===== config.mk =====
export PLATFORM = sky130hd
export DESIGN_NAME = inductive_rotor_position_detector
export DESIGN_NICKNAME = d
export VERILOG_FILES = /design/src/design/irpd_pkg.sv /design/src/design/inductive_rotor_position_detector.sv /design/src/design/irpd_step.sv
export SDC_FILE = /design/constraint.sdc
export NUM_CORES = 1
export LEC_CHECK = 0
export BUFFER_PORTS_ARGS = -buffer_cell sky130_fd_sc_hd__buf_2
export CAP_MARGIN = 10
export CORE_MARGIN = 2
export CORE_UTILIZATION = 55
export CTS_CLUSTER_SIZE = 12
export DETAILED_ROUTE_END_ITERATION = 7
export GPL_ROUTABILITY_DRIVEN = 0
export PLACE_DENSITY_LB_ADDON = 0.2
export REMOVE_ABC_BUFFERS = 1
export SETUP_SLACK_MARGIN = 0.05
export SLEW_MARGIN = 20
export SYNTH_ARGS = -nofsm -noshare
export SYNTH_HDL_FRONTEND = slang
export SYNTH_SLANG_ARGS = --single-unit

===== constraint.sdc =====
create_clock -name clock -period 13.55 [get_ports clock]
set_input_delay 3.3875 -clock clock [delete_from_list [all_inputs] [get_ports clock]]
set_output_delay 3.3875 -clock clock [all_outputs]
set_load 0.01 [all_outputs]

===== src/design/irpd_pkg.sv =====
package irpd_pkg;

   localparam int PAIR_W = 3;
   localparam int SUM_W = 24;
   localparam int CUR_W = 16;
   localparam int TIME_W = 32;
   localparam int THR_W = 23;
   localparam int DIS_W = 16;
   localparam int DUTY_W = 16;
   localparam int CSR_IDX_W = 2;
   localparam int CSR_DATA_W = 23;

   localparam logic [PAIR_W-1:0] PAIR_LIMIT = 3'd6;

   localparam logic [1:0] KIND_START = 2'd0;
   localparam logic [1:0] KIND_SAMPLE = 2'd1;
   localparam logic [1:0] KIND_STOP = 2'd2;

   localparam logic [1:0] PH_IDLE = 2'd0;
   localparam logic [1:0] PH_RUN = 2'd1;
   localparam logic [1:0] PH_STOP = 2'd2;
   localparam logic [1:0] PH_DONE = 2'd3;

   localparam logic [1:0] LOW_A = 2'd0;
   localparam logic [1:0] LOW_B = 2'd1;
   localparam logic [1:0] LOW_C = 2'd2;

   localparam logic [CSR_IDX_W-1:0] CSR_THRESHOLD = 2'd0;
   localparam logic [CSR_IDX_W-1:0] CSR_DISCHARGE = 2'd1;
   localparam logic [CSR_IDX_W-1:0] CSR_DUTY = 2'd2;

   localparam logic [THR_W-1:0] THRESHOLD_RESET = 23'd6400;
   localparam logic [DIS_W-1:0] DISCHARGE_RESET = 16'd100;
   localparam logic [DUTY_W-1:0] DUTY_RESET = 16'd1966;

   localparam logic signed [SUM_W-1:0] SUM_MAX = 24'sh7FFFFF;
   localparam logic signed [SUM_W-1:0] SUM_MIN = 24'sh800000;

   typedef struct packed {
      logic [1:0] run_phase;
      logic [PAIR_W-1:0] pair_index;
      logic sampling;
      logic [TIME_W-1:0] start_time;
      logic signed [SUM_W-1:0] current_sum;
      logic [TIME_W-1:0] best_time;
      logic [PAIR_W-1:0] best_pair;
   } det_state_type;

   typedef struct packed {
      logic [PAIR_W-1:0] drive_pair;
      logic drive_enable;
      logic [DUTY_W-1:0] drive_duty;
      logic rise_valid;
      logic [TIME_W-1:0] rise_time;
      logic done_res;
      logic [PAIR_W-1:0] lowest_pair;
   } det_result_type;

   typedef struct packed {
      logic [THR_W-1:0] current_threshold;
      logic [DIS_W-1:0] discharge_time_ms;
      logic [DUTY_W-1:0] drive_duty_level;
   } det_cfg_type;

   function automatic logic [1:0] low_phase(input logic [PAIR_W-1:0] pair);
      logic [1:0] ph;
      case (pair)
         3'd0: ph = LOW_C;
         3'd1: ph = LOW_B;
         3'd2: ph = LOW_B;
         3'd3: ph = LOW_A;
         3'd4: ph = LOW_A;
         3'd5: ph = LOW_C;
         default: ph = LOW_A;
      endcase
      return ph;
   endfunction

endpackage


===== src/design/inductive_rotor_position_detector.sv =====
// channel | direction | handshake            | payload
// req     | in        | req_valid/req_stall  | kind, time_ms, current_a/b/c
// rsp     | out       | rsp_valid/rsp_stall  | drive_pair .. lowest_pair
// csr     | in        | csr_wr_en            | csr_index, csr_wdata
//
// One beat in, one beat out; the beat's result is registered on acceptance and is valid in the following cycle.
// Throughput is one beat per cycle while req_stall is low, set by the single detector state update.
// req_stall is high only while a result waits and rsp_stall holds it.
// Synchronous reset returns the CSR and state registers to their defaults and the detector to idle.
module inductive_rotor_position_detector #(
   parameter int PAIR_COUNT = 6
) (
   input logic clock,
   input logic reset,
   input logic req_valid,
   output logic req_stall,
   input logic [1:0] req_kind,
   input logic [irpd_pkg::TIME_W-1:0] req_time_ms,
   input logic signed [irpd_pkg::CUR_W-1:0] req_current_a,
   input logic signed [irpd_pkg::CUR_W-1:0] req_current_b,
   input logic signed [irpd_pkg::CUR_W-1:0] req_current_c,
   output logic rsp_valid,
   input logic rsp_stall,
   output logic [irpd_pkg::PAIR_W-1:0] rsp_drive_pair,
   output logic rsp_drive_enable,
   output logic [irpd_pkg::DUTY_W-1:0] rsp_drive_duty,
   output logic rsp_rise_valid,
   output logic [irpd_pkg::TIME_W-1:0] rsp_rise_time,
   output logic rsp_done_res,
   output logic [irpd_pkg::PAIR_W-1:0] rsp_lowest_pair,
   input logic csr_wr_en,
   input logic [irpd_pkg::CSR_IDX_W-1:0] csr_index,
   input logic [irpd_pkg::CSR_DATA_W-1:0] csr_wdata
);

   irpd_pkg::det_cfg_type cfg_ff;
   irpd_pkg::det_state_type state_ff;
   irpd_pkg::det_state_type state_in;
   irpd_pkg::det_result_type result_in;
   irpd_pkg::det_result_type result_ff;
   logic rsp_valid_ff;
   logic req_take;

   assign req_stall = rsp_valid_ff && rsp_stall;
   assign req_take = req_valid && !req_stall;

   always_ff @(posedge clock) begin
      if (reset) begin
         cfg_ff.current_threshold <= irpd_pkg::THRESHOLD_RESET;
         cfg_ff.discharge_time_ms <= irpd_pkg::DISCHARGE_RESET;
         cfg_ff.drive_duty_level <= irpd_pkg::DUTY_RESET;
      end else if (csr_wr_en) begin
         case (csr_index)
            irpd_pkg::CSR_THRESHOLD: cfg_ff.current_threshold <= csr_wdata;
            irpd_pkg::CSR_DISCHARGE: cfg_ff.discharge_time_ms <= csr_wdata[irpd_pkg::DIS_W-1:0];
            irpd_pkg::CSR_DUTY: cfg_ff.drive_duty_level <= csr_wdata[irpd_pkg::DUTY_W-1:0];
            default: begin
            end
         endcase
      end
   end

   irpd_step #(
      .PAIR_COUNT(PAIR_COUNT)
   ) u_step (
      .cur_state(state_ff),
      .cfg(cfg_ff),
      .kind(req_kind),
      .time_ms(req_time_ms),
      .current_a(req_current_a),
      .current_b(req_current_b),
      .current_c(req_current_c),
      .nxt_state(state_in),
      .result(result_in)
   );

   always_ff @(posedge clock) begin
      if (reset) begin
         state_ff.run_phase <= irpd_pkg::PH_IDLE;
         state_ff.pair_index <= '0;
         state_ff.sampling <= 1'b0;
         state_ff.start_time <= '0;
         state_ff.current_sum <= '0;
         state_ff.best_time <= '1;
         state_ff.best_pair <= '0;
         rsp_valid_ff <= 1'b0;
      end else begin
         if (req_take) begin
            state_ff <= state_in;
            rsp_valid_ff <= 1'b1;
         end else if (!rsp_stall) begin
            rsp_valid_ff <= 1'b0;
         end
      end
   end

   always_ff @(posedge clock) begin
      if (req_take) begin
         result_ff <= result_in;
      end
   end

   assign rsp_valid = rsp_valid_ff;
   assign rsp_drive_pair = result_ff.drive_pair;
   assign rsp_drive_enable = result_ff.drive_enable;
   assign rsp_drive_duty = result_ff.drive_duty;
   assign rsp_rise_valid = result_ff.rise_valid;
   assign rsp_rise_time = result_ff.rise_time;
   assign rsp_done_res = result_ff.done_res;
   assign rsp_lowest_pair = result_ff.lowest_pair;

   a_sampling_in_run: assert property (@(posedge clock) disable iff (reset)
      state_ff.sampling |-> state_ff.run_phase == irpd_pkg::PH_RUN)
      else $error("sampling outside a run");

   a_pair_in_range: assert property (@(posedge clock) disable iff (reset)
      state_ff.run_phase == irpd_pkg::PH_RUN
      |-> state_ff.pair_index < irpd_pkg::PAIR_W'(PAIR_COUNT))
      else $error("pair index past last pair while running");

   a_rise_drive_off: assert property (@(posedge clock) disable iff (reset)
      rsp_valid_ff && result_ff.rise_valid |-> result_ff.drive_duty == '0)
      else $error("duty applied on the beat that recorded a rise");

   a_done_no_drive: assert property (@(posedge clock) disable iff (reset)
      rsp_valid_ff && result_ff.done_res |-> !result_ff.drive_enable)
      else $error("drive enabled after completion");

endmodule


===== src/design/irpd_step.sv =====
module irpd_step #(
   parameter int PAIR_COUNT = 6
) (
   input irpd_pkg::det_state_type cur_state,
   input irpd_pkg::det_cfg_type cfg,
   input logic [1:0] kind,
   input logic [irpd_pkg::TIME_W-1:0] time_ms,
   input logic signed [irpd_pkg::CUR_W-1:0] current_a,
   input logic signed [irpd_pkg::CUR_W-1:0] current_b,
   input logic signed [irpd_pkg::CUR_W-1:0] current_c,
   output irpd_pkg::det_state_type nxt_state,
   output irpd_pkg::det_result_type result
);

   logic signed [irpd_pkg::CUR_W-1:0] low_cur;
   logic signed [irpd_pkg::SUM_W:0] sum_wide;
   logic signed [irpd_pkg::SUM_W-1:0] sum_sat;
   logic crossed;
   logic [irpd_pkg::TIME_W-1:0] rise;
   logic [irpd_pkg::TIME_W-1:0] elapsed;
   logic [irpd_pkg::PAIR_W-1:0] pair_next;
   logic enabled;
   logic rise_hit;
   logic [irpd_pkg::TIME_W-1:0] rise_report;

   always_comb begin
      case (irpd_pkg::low_phase(cur_state.pair_index))
         irpd_pkg::LOW_A: low_cur = current_a;
         irpd_pkg::LOW_B: low_cur = current_b;
         irpd_pkg::LOW_C: low_cur = current_c;
         default: low_cur = current_a;
      endcase
   end

   assign sum_wide = {cur_state.current_sum[irpd_pkg::SUM_W-1], cur_state.current_sum}
      + {{(irpd_pkg::SUM_W + 1 - irpd_pkg::CUR_W){low_cur[irpd_pkg::CUR_W-1]}}, low_cur};

   always_comb begin
      if (sum_wide > $signed({sum_wide[irpd_pkg::SUM_W], irpd_pkg::SUM_MAX})
          && !sum_wide[irpd_pkg::SUM_W]) begin
         sum_sat = irpd_pkg::SUM_MAX;
      end else if (sum_wide[irpd_pkg::SUM_W]
                   && sum_wide[irpd_pkg::SUM_W-1] == 1'b0) begin
         sum_sat = irpd_pkg::SUM_MIN;
      end else begin
         sum_sat = sum_wide[irpd_pkg::SUM_W-1:0];
      end
   end

   assign crossed = sum_sat > $signed({1'b0, cfg.current_threshold});
   assign rise = time_ms - cur_state.start_time;
   assign pair_next = cur_state.pair_index + 3'd1;

   always_comb begin
      nxt_state = cur_state;
      rise_hit = 1'b0;
      rise_report = '0;
      elapsed = '0;
      case (kind)
         irpd_pkg::KIND_START: begin
            nxt_state.run_phase = irpd_pkg::PH_RUN;
            nxt_state.pair_index = '0;
            nxt_state.sampling = 1'b1;
            nxt_state.start_time = time_ms;
            nxt_state.current_sum = '0;
            nxt_state.best_time = '1;
            nxt_state.best_pair = '0;
         end
         irpd_pkg::KIND_STOP: begin
            if (cur_state.run_phase != irpd_pkg::PH_DONE) begin
               nxt_state.run_phase = irpd_pkg::PH_STOP;
            end
            nxt_state.sampling = 1'b0;
         end
         irpd_pkg::KIND_SAMPLE: begin
            if (cur_state.run_phase == irpd_pkg::PH_RUN) begin
               if (cur_state.sampling && cur_state.pair_index < irpd_pkg::PAIR_LIMIT) begin
                  nxt_state.current_sum = sum_sat;
                  if (crossed) begin
                     rise_hit = 1'b1;
                     rise_report = rise;
                     if (rise < cur_state.best_time) begin
                        nxt_state.best_time = rise;
                        nxt_state.best_pair = cur_state.pair_index;
                     end
                     nxt_state.sampling = 1'b0;
                     nxt_state.start_time = time_ms;
                  end
               end
               elapsed = time_ms - nxt_state.start_time;
               if (!nxt_state.sampling
                   && elapsed > {{(irpd_pkg::TIME_W - irpd_pkg::DIS_W){1'b0}},
                                 cfg.discharge_time_ms}) begin
                  nxt_state.pair_index = pair_next;
                  if (pair_next >= irpd_pkg::PAIR_W'(PAIR_COUNT)) begin
                     nxt_state.run_phase = irpd_pkg::PH_DONE;
                  end else begin
                     nxt_state.sampling = 1'b1;
                     nxt_state.start_time = time_ms;
                     nxt_state.current_sum = '0;
                  end
               end
            end
         end
         default: begin
         end
      endcase
   end

   assign enabled = nxt_state.run_phase == irpd_pkg::PH_RUN;
   assign result.drive_pair = enabled ? nxt_state.pair_index : '0;
   assign result.drive_enable = enabled;
   assign result.drive_duty = (enabled && nxt_state.sampling) ? cfg.drive_duty_level : '0;
   assign result.rise_valid = rise_hit;
   assign result.rise_time = rise_report;
   assign result.done_res = nxt_state.run_phase == irpd_pkg::PH_DONE;
   assign result.lowest_pair = result.done_res ? nxt_state.best_pair : '0;

endmodule

Yosys cells after proc, flatten, opt, wreduce, memory -nomap -nowiden
Index checks and enable logic that the tools add are counted.
Operators by class
  mux-type cells: 22
  equality and inequality tests: 18
  reduce and logical (&&, ||, !) cells: 23
  bitwise logic cells: 1
  $lt $le $gt $ge: 6
  add/sub/neg operators: 4
Operators by type and width (number)
  92-bit two-way mux: 3
  91-bit case mux with 2 select lines: 1
  97-bit two-way mux: 1
  35-bit two-way mux: 2
  32-bit subtractor: 2
  62-bit two-way mux: 1
  57-bit two-way mux: 1
  24-bit two-way mux: 2
  33-bit two-way mux: 1
  32-bit by 16-bit > comparator with 1-bit output: 1
  32-bit < comparator: 1
  16-bit case mux with 2 select lines: 1
  24-bit by 16-bit adder with 25-bit output: 1
  25-bit > comparator: 1
  24-bit > comparator: 1
  2-bit by 1-bit == test with 1-bit output (second input constant): 5
  2-bit by 1-bit != test with 1-bit output (second input constant): 5
  2-bit == test (second input constant): 4
  1-bit logical AND: 7
  2-bit case mux with 3 select lines: 1
  3-bit case mux with 2 select lines: 1
  2-bit AND reduction: 3
  3-bit AND reduction: 2
  6-bit AND reduction: 1
  18 further kinds: 25
Storage, ports and cells
  output and inout bits: 59
  register bits after elaboration: 210
  word-level logic and storage cells: 92
  input port bits: 112

Longest topological paths before layout
  word-level depth: 23
  gate-level depth with buffers: 68

Hierarchy
Synthesis repeated with hierarchy kept, for this count alone.
Unflattened totals
  cells, all modules: 2054
  area total of the unflattened synthesis: 17430.5 µm²
By module, submodules not included
  irpd_step: seq. area each 0.0 µm², area each 9217.6 µm², cells each 1351, times used 1
  inductive_rotor_position_detector: seq. area each 4774.6 µm², area each 8212.9 µm², cells each 703, times used 1

Worst setup path after synthesis
No wires, ideal clock.
  path kind: input-to-reg
  start point: input req_current_b[1] (netlist bit)
  end point: register result_ff, in the netlist rsp_drive_duty[10] (data pin)
  cell stages on the path: 60
  required time: 13295 ps
  arrival time: 13365 ps
  path buffers: 5
  path slack: -70 ps
  cell sequence: a22oi_1 a21oi_1 ha_1 a21o_1 a21oi_1 o21bai_1 a21o_1 a21oi_1 o21ai_0 o211ai_1 a21oi_1 nand4_1 nand2_1 o31ai_1 or3_1 nand2_1 nor3_1 clkbuf_1 [24 not listed] a21o_1 a21o_1 a21oi_1 nor2b_1 o21ai_0 nand2_1 a21oi_1 o21ai_0 a21oi_1 o221ai_1 a2111oi_0 and4_1 a22o_1 buf_6 o31a_1 a211oi_4 buf_4 and2_1
Between the ends
  cells in the longest elaborated chain, start to end: 19
  elaborated cells on any way between the ends: 25
Ends and longest elaborated chain
  start, declared: line inductive_rotor_position_detector.sv:20  | input logic signed [irpd_pkg::CUR_W-1:0] req_current_b,
  16-bit case mux with 2 select lines *: line irpd_step.sv:27  | case (irpd_pkg::low_phase(cur_state.pair_index))
  24-bit by 16-bit adder with 25-bit output *: line irpd_step.sv:36  | + {{(irpd_pkg::SUM_W + 1 - irpd_pkg::CUR_W){low_cur[irpd_pkg::CUR_W-1]}}, low_cur};
  branches (longest 3 deep; another with 25-bit > comparator)
  24-bit two-way mux *: line irpd_step.sv:39  | if (sum_wide > $signed({sum_wide[irpd_pkg::SUM_W], irpd_pkg::SUM_MAX})
  24-bit > comparator *: line irpd_step.sv:50  | assign crossed = sum_sat > $signed({1'b0, cfg.current_threshold});
  33-bit two-way mux *: line irpd_step.sv:79  | if (crossed) begin
  92-bit two-way mux *: line irpd_step.sv:77  | if (cur_state.sampling && cur_state.pair_index < irpd_pkg::PAIR_LIMIT) begin
  92-bit two-way mux *: line irpd_step.sv:76  | if (cur_state.run_phase == irpd_pkg::PH_RUN) begin
  92-bit two-way mux *: line irpd_step.sv:59  | case (kind)
  32-bit subtractor: line irpd_step.sv:90  | elapsed = time_ms - nxt_state.start_time;
  32-bit by 16-bit > comparator with 1-bit output: line irpd_step.sv:92  | && elapsed > {{(irpd_pkg::TIME_W - irpd_pkg::DIS_W){1'b0}},
  1-bit logical AND: line irpd_step.sv:92
  62-bit two-way mux *: line irpd_step.sv:91  | if (!nxt_state.sampling
  97-bit two-way mux *: line irpd_step.sv:76
  2-bit case mux with 3 select lines: line irpd_step.sv:59
  2-bit by 1-bit == test with 1-bit output: line irpd_step.sv:110  | assign enabled = nxt_state.run_phase == irpd_pkg::PH_RUN;
  1-bit logical AND *: line irpd_step.sv:113  | assign result.drive_duty = (enabled && nxt_state.sampling) ? cfg.drive_duty_level : '0;
  end signal, assigned: line inductive_rotor_position_detector.sv:99  | result_ff <= result_in;
  end, declared: line inductive_rotor_position_detector.sv:40  | irpd_pkg::det_result_type result_ff;
Every way passes the cells marked *. The select of a mux whose other input is x is not followed.
A chain may end at the register's enable or synchronous reset.

Final worst setup path
  start point: input req_current_b[15] (netlist bit)
  end point: register result_ff, in the netlist rsp_lowest_pair[1] (data pin)
Between the ends
  cells in the longest elaborated chain, start to end: 18
  elaborated cells on any way between the ends: 24
Ends and longest elaborated chain
  16-bit case mux with 2 select lines *: line irpd_step.sv:27
  24-bit by 16-bit adder with 25-bit output *: line irpd_step.sv:36
  branches (longest 3 deep; another with 25-bit > comparator)
  24-bit two-way mux *: line irpd_step.sv:39
  24-bit > comparator *: line irpd_step.sv:50
  33-bit two-way mux: line irpd_step.sv:79
  92-bit two-way mux *: line irpd_step.sv:77
  92-bit two-way mux *: line irpd_step.sv:76
  92-bit two-way mux *: line irpd_step.sv:59
  32-bit subtractor: line irpd_step.sv:90
  32-bit by 16-bit > comparator with 1-bit output: line irpd_step.sv:92
  1-bit logical AND: line irpd_step.sv:92
  62-bit two-way mux: line irpd_step.sv:91
  97-bit two-way mux *: line irpd_step.sv:76
  2-bit case mux with 3 select lines: line irpd_step.sv:59
  2-bit == test: line irpd_step.sv:116  | assign result.done_res = nxt_state.run_phase == irpd_pkg::PH_DONE;
Marked as above.

==> key figures <==
Die
  • Top-level port count: 171
  • Core Area: 0.0278 mm^2
  • Die ar.: 0.0296 mm^2
  • Rows: 61
  • Die X: 172 um
  • Vert. Die Dim: 172 um
  • Starting Density: 0.559

Finish
  • Share of cells above drive strength 1: 0.151
  • Layout Cells excl Fill: 2,513
  • Fill count: 2,461
  • Layout net count: 2,392
  • Area grow syn2layout: 16.2%
  • Post-Layout Inst Area: 0.0180 mm^2

Clock network
  • Clk_lat worst skew: 530 ps
  • Number of clock sinks: 210
  • Clock root cell: clkbuf_16
  • Cts hold-fix bufs: 0
  • CTS tree: done
  • Max clock buf depth: 3
  • Clock transition at the registers of the reported paths: 60 ps
  • # H-tree levels: 1
  • Total CTS buffers: 24

Worst setup path
  • RR Endpoint: rsp_lowest_pair[1]$_SDFFCE_PP0P_
  • Type of origin of the critical path: primary input
  • Arr. time, crit path: 13,190 ps
  • RR Startpoint: state_ff[92]$_SDFFE_PP0P_
  • Worst setup EP type: register
  • Worst setup startpoint: req_current_b[15]
  • CP dominant cell by count: a21oi_1
  • Critical Path End: rsp_lowest_pair[1]$_SDFFCE_PP0P_
  • CP required: 13,820 ps
  • Max incr delay on CP: 360 ps
  • CP Class: in -> reg
  • R2R setup slack: 1740 ps
  • R2R depth: 62
  • CP Max Fanout: 9
  • Critical path's slowest cell: a2111oi_0

STA
  • Layout Skew: 14.2 ps
  • Fin crit share: 0.954
  • # setup viols final: 0
  • Crit path time final: 12,920 ps
  • Setup TNS: 0 ps
  • Worst Setup Slack, final: 629 ps
  • Fmax: 77.4 MHz
  • Slew Viols, Final: 0
  • Worst-margin pin slew: 948 ps
  • Final Hold Fails: 0
  • Slew margin rel.: 0.366
  • RSZ-0062 raised after global routing: false

Detailed routing
  • Per-cell routed wire length: 17.4 um
  • DR DRC count: 0
  • DRT Pass-1 Iters: 5
  • Final ANT Viol Nets: 0
  • Via count: 14,900
  • Initial DRC Count: 1,422
  • Routed WL: 43.6 mm
  • Via-to-Cell Ratio: 5.94

Hold path
  • Hold Startpoint: cfg_ff[6]$_SDFFE_PP0P_
  • Hold Path Class: reg -> reg

Global routing
  • First-pass GRT wire length: 68.5 mm
  • Vias in the first global route: 13,700
  • Largest net degree at the start of global routing: 78
  • GR met1 Demand/Resource: 0.404
  • Initial antenna violation count: 2
  • Layer with the highest usage: met2
  • GR Util met2: 0.459
  • GRT Overall Usage: 0.285
  • Global-route track usage on met3: 0.0382
  • Overflow after GRT: 0

Yosys
  • Count of cell types in the netlist: 79
  • Yosys top cell by area: dfxtp_1
  • Number of enable flip-flop cells after synthesis: 57
  • Post-synthesis cell area: 0.0155 mm^2
  • Share of the synthesized area in the top cell type: 0.197
  • Cell count after synthesis: 1,953
  • Most frequent cell after synthesis: nand2_1
  • Sequential area share after synthesis: 0.308
  • Ys Warns: 0
  • Top cells by count, synth: nand2_1, a21oi_1, ha_1
  • Top_reg_cell synth: dfxtp_1
  • Top post-synthesis cells by area: dfxtp_1, ha_1, edfxtp_1, a21oi_1, nand2_1
  • Yosys reg bits: 210
  • Mapped Avg Cell Area: 7.95 um^2
  • Async SR Flop Fraction: 0

Flow run
  • MaxCap Viol Count: 0

Place
  • Cell count after placement: 2,463
  • Place WS: -314 ps
  • Buffers on Ports: 170
  • Dpl cell area: 0.0170 mm^2
  • Dpl hpwl: 31.7 mm

Power and ir drop
  • Static leakage: 7.74 nW
  • IR drop worst, VDD: 0.0791 mV
  • Pwr Total: 1.80 mW
  • PwrDens: 99.7 mW/mm^2

Status
  • Outcome: complete, no violations
[cell families (layout without fill, tap and decap cells)]
group                      Yosys count  in the layout  share of synthesized area
AOI/OAI and AO/OA                  607            607                      0.256
other                                0              2                          0
muxes                                5              5                    0.00330
buffers and inverters              235            415                     0.0580
adders and majority gates          165            165                      0.134
xor gates and xnor gates            64             64                     0.0361
DFF                                210            210                      0.308
and+or+nand+nor                    667            667                      0.205
[through the flow]
stage,hold slack [ps],util
2_1_floorplan,425,-
3_3_place_gp,439,0.612
3_5_place_dp,442,0.612
4_1_cts,453,0.642
5_1_grt,481,0.649
6_report,453,0.649
[area by class of cell]
cell class	count	area, um^2	share of cell area
Antenna cell	2	5.00	0.000278
Clock buffer	36	697	0.0386
Multi-Input combinational cell	1508	10100	0.558
Tap cell	378	473	0.0262
Clock inverter	8	144	0.00798
Timing Repair Buffer	227	1330	0.0740
Inverter	144	541	0.0300
Sequential cell	210	4770	0.265
[cells in the final DEF (no fill, tap or decap), types with 18 or more instances in the layout]
| master | Yosys | routed |
|---|---|---|
| nand4_1 | 24 | 24 |
| clkbuf_16 | 0 | 25 |
| nand3_1 | 66 | 66 |
| o21a_1 | 27 | 27 |
| xnor2_1 | 42 | 42 |
| a21o_1 | 45 | 45 |
| nor3_1 | 26 | 23 |
| inv_1 | 142 | 142 |
| edfxtp_1 | 57 | 57 |
| nor2_1 | 141 | 134 |
| o211ai_1 | 67 | 67 |
| buf_4 | 1 | 50 |
| o21ai_0 | 71 | 58 |
| and3_1 | 24 | 24 |
| a22oi_1 | 52 | 52 |
| nand2b_1 | 25 | 25 |
| and2_1 | 33 | 33 |
| xor2_1 | 22 | 22 |
| nand2_1 | 233 | 233 |
| ha_1 | 162 | 162 |
| a22o_1 | 22 | 21 |
| nor2b_1 | 48 | 48 |
| dfxtp_1 | 153 | 153 |
| a21oi_1 | 206 | 198 |
| a31oi_1 | 19 | 18 |
| buf_2 | 5 | 171 |
[state kept, by name, summed over array words and instances (netlist names)]
| signal | flops |
|---|---|
| rsp_rise_time | 32 |
| state_ff | 97 |
| cfg_ff | 55 |
| rsp_valid | 1 |
| rsp_rise_valid | 1 |
| rsp_done_res | 1 |
| rsp_lowest_pair | 3 |
| rsp_drive_pair | 3 |
| rsp_drive_duty | 16 |
| rsp_drive_enable | 1 |
[report_power, final]
group	internal (mW)	switching (mW)	leakage, nW
combinational	0.165	0.257	5.52
clock	0.431	0.267	0.401
sequential	0.668	0.0103	1.82
total	1.26	0.535	7.74
[worst min-delay path by stage]
stage | endpoint | slack [ps] | cells after the start
global placement | cfg_ff[6]$_SDFFE_PP0P_ | 440 | 2
detailed placement | cfg_ff[0]$_SDFFE_PP0P_ | 440 | 2
CTS | cfg_ff[6]$_SDFFE_PP0P_ | 450 | 2
global route | cfg_ff[39]$_SDFFE_PP0P_ | 480 | 2
floorplan | state_ff[0]$_SDFFE_PP0P_ | 430 | 2
finish | cfg_ff[6]$_SDFFE_PP0P_ | 450 | 2
[repair_timing]
item,in CTS,in global routing
resized for setup,0,47
endpoints found under the setup margin,0,85
hold endpoints to repair,0,0
buffers inserted,0,3
[layer usage]
metal | part of all wire | wire length, um
met4 | 0.021 | 937
met5 | 0 | 0
met1 | 0.46 | 20000
met2 | 0.44 | 19300
met3 | 0.076 | 3320
[critical path: cells and delay by family]
kind | cells | cell delay, ps
AOI/OAI and AO/OA | 32 | 5170
xor gates and xnor gates | 1 | 140
buffers and inverters | 7 | 1210
adders and majority gates | 4 | 1200
and+or+nand+nor | 16 | 2060
No activity file was read; power rests on OpenSTA's default activity.
